## config.mk

```make
export PLATFORM = sky130hd
export DESIGN_NAME = apts_div
export DESIGN_NICKNAME = d
export VERILOG_FILES = /design/src/hw/rtl/apts_div.sv
export SDC_FILE = /design/constraint.sdc
export NUM_CORES = 1
export LEC_CHECK = 0
export ABC_AREA = 1
export BUFFER_PORTS_ARGS = -buffer_cell sky130_fd_sc_hd__buf_2
export CAP_MARGIN = 25
export CORE_UTILIZATION = 30
export CTS_CLUSTER_DIAMETER = 40
export CTS_CLUSTER_SIZE = 16
export DETAILED_ROUTE_END_ITERATION = 8
export PLACE_DENSITY = 0.5
export SLEW_MARGIN = 10
export SYNTH_ARGS = -nofsm -noshare
export SYNTH_HDL_FRONTEND = slang
export SYNTH_SLANG_ARGS = --single-unit
export TNS_END_PERCENT = 100
```

## constraint.sdc

```tcl
create_clock -name clk_i -period 1.6 [get_ports clk_i]
set_input_delay 0.32 -clock clk_i [delete_from_list [all_inputs] [get_ports clk_i]]
set_output_delay 0.32 -clock clk_i [all_outputs]
set_load 0.02 [all_outputs]
```

## src/hw/rtl/apts_div.sv

```systemverilog
// Restoring divider, one quotient bit per cycle.
module apts_div #(
  parameter int unsigned DW = 25,
  parameter int unsigned VW = 16
) (
  input  logic          clk_i,
  input  logic          rst_ni,
  input  logic          start_i,
  input  logic [DW-1:0] dividend_i,
  input  logic [VW-1:0] divisor_i,
  output logic          busy_o,
  output logic [DW-1:0] quot_o
);
  localparam int unsigned CNTW = $clog2(DW + 1);

  logic [CNTW-1:0] cnt_q;
  logic [DW-1:0]   dvd_q;
  logic [VW-1:0]   rem_q;
  logic [VW-1:0]   dvs_q;
  logic [VW:0]     trial;
  logic            fits;

  // Shift the next dividend bit into the partial remainder.
  assign trial  = {rem_q, dvd_q[DW-1]};
  assign fits   = trial >= {1'b0, dvs_q};
  assign busy_o = cnt_q != '0;
  assign quot_o = dvd_q;

  always_ff @(posedge clk_i or negedge rst_ni) begin
    if (!rst_ni) begin
      cnt_q <= '0;
    end else if (start_i) begin
      cnt_q <= CNTW'(DW);
    end else if (busy_o) begin
      cnt_q <= cnt_q - CNTW'(1);
    end
  end

  // The quotient shifts into the dividend register; the remainder has its own register.
  always_ff @(posedge clk_i) begin
    if (start_i) begin
      dvd_q <= dividend_i;
      dvs_q <= divisor_i;
      rem_q <= '0;
    end else if (busy_o) begin
      rem_q <= fits ? VW'(trial - {1'b0, dvs_q}) : trial[VW-1:0];
      dvd_q <= {dvd_q[DW-2:0], fits};
    end
  end
endmodule

```

==> Flow_metrics.wiki <==
{| class="wikitable"
! Metric !! Value
|-
| Dpl hpwl || 7750 µm
|-
| Remaining routing DRC violations || 0
|-
| Starting DRT DRC Count || 94
|-
| Instance count of the mapped netlist || 477
|-
| Final Cycle Share || 115%
|-
| Category of the critical setup timing path || flop to flop
|-
| Post-synth cell types || 36
|-
| Final hold slack || 0.161 ns
|-
| FP Rows || 40
|-
| Share of flip-flops with an asynchronous set or reset after synthesis || 8.06%
|-
| Clock network fraction of total power || 23.1%
|-
| Average wire length per cell after detail routing || 13.4 µm
|-
| Fin. Hold Viols || 0
|-
| CTS root buffer || sky130_fd_sc_hd__clkbuf_16
|-
| Data required time at the worst endpoint || 1.86 ns
|-
| #FFs+latches synth || 62
|-
| Data arrival time of the worst path || 2.11 ns
|-
| Peak fanout along the critical path || 8
|-
| Worst setup skew after layout || 0.0112 ns
|-
| Number of warnings reported in the yosys synthesis log || 0
|-
| Worst-case setup margin in the final layout || -0.246 ns
|-
| Width of the die || 114 µm
|-
| Min-delay worst type || primary input to flop
|-
| CTS tree || yes
|-
| Depth of the CTS H-tree || 3
|-
| Ant. Diodes || 0
|-
| Total Wirelength || 10800 µm
|-
| Cell type with the highest aggregate area in the netlist || sky130_fd_sc_hd__edfxtp_1
|-
| Worst slew slack as a fraction of its limit || 63.1%
|-
| Yosys top cell area share || 32.8%
|-
| Most common library cells after synthesis || sky130_fd_sc_hd__nand2_1, sky130_fd_sc_hd__inv_1, sky130_fd_sc_hd__edfxtp_1, sky130_fd_sc_hd__nand3_1, sky130_fd_sc_hd__ha_1
|-
| Number of antenna-violating nets in the routed design || 0
|-
| Cell breakdown of the critical path || inv_2 > ha_4 > buf_6 > nand3_2 > nor2_1 > nand4_1 > nand2_2 > nor2_8 > buf_12 > nand2_8 > nand2_2 > nand3_2 > o21ai_2
|-
| Insertion delay to the later sink of the worst-skew pair || 0.33 ns
|-
| Global router's overall resource usage || 17.8%
|-
| Cell area power density || 1490 mW/mm²
|-
| Library cell contributing the largest single delay on the critical path || sky130_fd_sc_hd__edfxtp_1
|-
| Critical Path Max Stage Delay || 0.38 ns
|-
| Syn_area_per_cell || 7.86 µm²
|-
| Area of the die || 0.0130 mm²
|-
| Flop pwr share || 25.5%
|-
| Fraction of power consumed by combinational cells || 51.3%
|-
| Leading cell types by total area after synthesis || sky130_fd_sc_hd__edfxtp_1, sky130_fd_sc_hd__nand2_1, sky130_fd_sc_hd__dfxtp_1, sky130_fd_sc_hd__inv_1, sky130_fd_sc_hd__ha_1
|-
| Pin count of the biggest net entering global routing || 28
|-
| Leakage power total || 2.84 nW
|-
| Port Buffers || 69
|-
| Count of clock tree sinks || 62
|-
| Number of antenna violations at the first check in global routing || 0
|-
| Count of max-cap constraint violations || 0
|-
| Wire length of the first global-routing pass || 17600 µm
|-
| Family of cells with the greatest summed delay on the critical path || simple AND/OR/NAND/NOR gates
|-
| Total iterations of the first detailed-routing run || 4
|-
| Number of max-slew violations in the final report || 0
|-
| Initial Util || 31.0%
|-
| # IOs || 70
|-
| Synth-to-layout area growth || 55.0%
|-
| Post-detailed-route via-to-cell ratio || 4.41
|-
| Final estimated routing congestion in global placement || 0.872
|-
| Vias in the first global route || 3565
|-
| Routed vias || 3554
|-
| Clock Pin Slew Worst Setup and Hold Paths || 0.06 ns
|-
| Post-synth EDFFs || 41
|-
| CP bufs+invs || 3
|-
| Net count after synthesis || 540
|-
| Area of the mapped netlist || 0.00375 mm²
|-
| Pre-CTS setup slack || -0.372 ns
|-
| Core ar. || 0.0121 mm²
|-
| Congestion Overflow GR || 0
|-
| Highest Clock Rate || 542 MHz
|-
| Transition at the pin with the smallest max-transition slack || 0.552 ns
|-
| Overall power || 8.66 mW
|-
| Violated checks || negative setup slack
|-
| P_int || 5.33 mW
|-
| Inserted Clock Buffers || 9
|-
| Sw Share || 38.5%
|-
| Number of failing setup endpoints in the final timing report || 34
|-
| Cell with the most instances after synthesis || sky130_fd_sc_hd__nand2_1
|-
| Register area share after synthesis || 44.7%
|-
| Switching power || 3.34 mW
|-
| Unrepaired setup endpoints after global routing || true
|-
| Dpl cell area || 0.00483 mm²
|-
| Startpoint Class || flop
|-
| Final Instance Area || 0.00581 mm²
|-
| Worst voltage drop across the vdd grid || 0.754 mV
|-
| Top_reg_cell synth || sky130_fd_sc_hd__edfxtp_1
|-
| Layout Nets || 695
|-
| Die H || 114 µm
|-
| Clock Path Buffers || 2
|-
| Outcome || finished with violations
|-
| Share of layout cells above drive strength 1 || 44.4%
|-
| Post-layout min period || 1.85 ns
|-
| Crit path capture type || flop
|}
sequential cells by signal, indices dropped and copies added, names as in the netlist:
signal	cells
dvs_q	16
cnt_q	5
rem_q	16
quot_o	25
routing by layer:
metal | up-vias | share of wire [%] | global-route usage [%]
met5 | - | 0 | 0
met4 | 0 | 1.6 | 6.75
met3 | 16 | 4.9 | 3.83
met2 | 78 | 47 | 29.6
met1 | 1632 | 46 | 22.8
li1 | 1828 | - | -
what timing repair did:
| action | CTS | global route |
|---|---|---|
| endpoints found under the setup margin | 19 | 43 |
| hold buffers | 1 | 0 |
| hold endpoints to repair | 5 | 0 |
| gates cloned | 3 | 2 |
| pin swaps | 28 | 20 |
| setup buffers | 14 | 4 |
| resized for setup | 74 | 25 |
power groups by stage:
stage	logic, mW	registers [mW]	clock network, mW
after floorplan	2.16	2.23	0
after global placement	3.46	2.17	0
after detailed placement	3.47	2.17	0
after CTS	4.20	2.21	2.05
after global routing	4.90	2.24	2.12
final	4.45	2.21	2.00
stage by stage:
| step | instances | utilization [%] | TNS, ns |
|---|---|---|---|
| after global routing | 805 | 48.0 | -6.55 |
| after global placement | 766 | 39.9 | -5.63 |
| after detailed placement | 766 | 39.9 | -5.89 |
| after floorplan | 477 | - | -1.17 |
| after CTS | 800 | 46.8 | -3.11 |
| final | 805 | 48.0 | -3.80 |
placed cells by master, fill, tap and decap left out, types with 4 or more instances in the layout:
cell type / count
sky130_fd_sc_hd__nand4_1: 5
sky130_fd_sc_hd__dfxtp_1: 16
sky130_fd_sc_hd__ha_4: 18
sky130_fd_sc_hd__o21ai_1: 6
sky130_fd_sc_hd__inv_2: 16
sky130_fd_sc_hd__buf_4: 69
sky130_fd_sc_hd__buf_6: 8
sky130_fd_sc_hd__inv_1: 58
sky130_fd_sc_hd__nand3b_1: 8
sky130_fd_sc_hd__buf_12: 5
sky130_fd_sc_hd__xnor2_1: 4
sky130_fd_sc_hd__nand2_1: 156
sky130_fd_sc_hd__dfrtp_1: 5
sky130_fd_sc_hd__nor2_4: 6
sky130_fd_sc_hd__nand2_2: 33
sky130_fd_sc_hd__buf_2: 68
sky130_fd_sc_hd__a21oi_1: 7
sky130_fd_sc_hd__nand3_1: 24
sky130_fd_sc_hd__nor2_2: 5
sky130_fd_sc_hd__clkbuf_16: 10
sky130_fd_sc_hd__edfxtp_1: 41
sky130_fd_sc_hd__nor2_1: 10
sky130_fd_sc_hd__nand3_2: 18
worst paths after layout:
path,startpoint,endpoint,slack [ns],depth (start not counted)
worst min register to register,rem_q[15]$_SDFFE_PP0P_,rem_q[15]$_SDFFE_PP0P_,0.47,2
min in group asynchronous,rst_ni,cnt_q[0]$_DFFE_PN0P_,0.35,2
worst min-delay path,divisor_i[15],dvs_q[15]$_DFFE_PP_,0.16,1
worst max-delay path,dvs_q[14]$_DFFE_PP_,rem_q[2]$_SDFFE_PP0P_,-0.25,13
worst max register to register,dvs_q[14]$_DFFE_PP_,rem_q[2]$_SDFFE_PP0P_,-0.25,13
max in group asynchronous,rst_ni,cnt_q[4]$_DFFE_PN0P_,1.10,2
kinds of logic (layout without fill, tap and decap cells):
| logic type | count (synthesis) | count (layout) | synth area share [%] |
|---|---|---|---|
| adders and majority gates | 19 | 19 | 6.54 |
| AOI/OAI and AO/OA | 27 | 27 | 4.24 |
| DFF | 62 | 62 | 44.7 |
| buffers and inverters | 86 | 245 | 9.71 |
| and+or+nand+nor | 276 | 277 | 33.2 |
| xor gates and xnor gates | 7 | 7 | 1.64 |
final cells by class:
cell class	instances	area, µm²
flip-flops and latches	62	1680
inverters	76	290
clock buffers	9	225
multi-input cells	330	2220
well taps	168	210
clock inverters	7	80.1
repair buffers	153	1110
fillers	1186	6300
(Power assumes the default switching activity.)
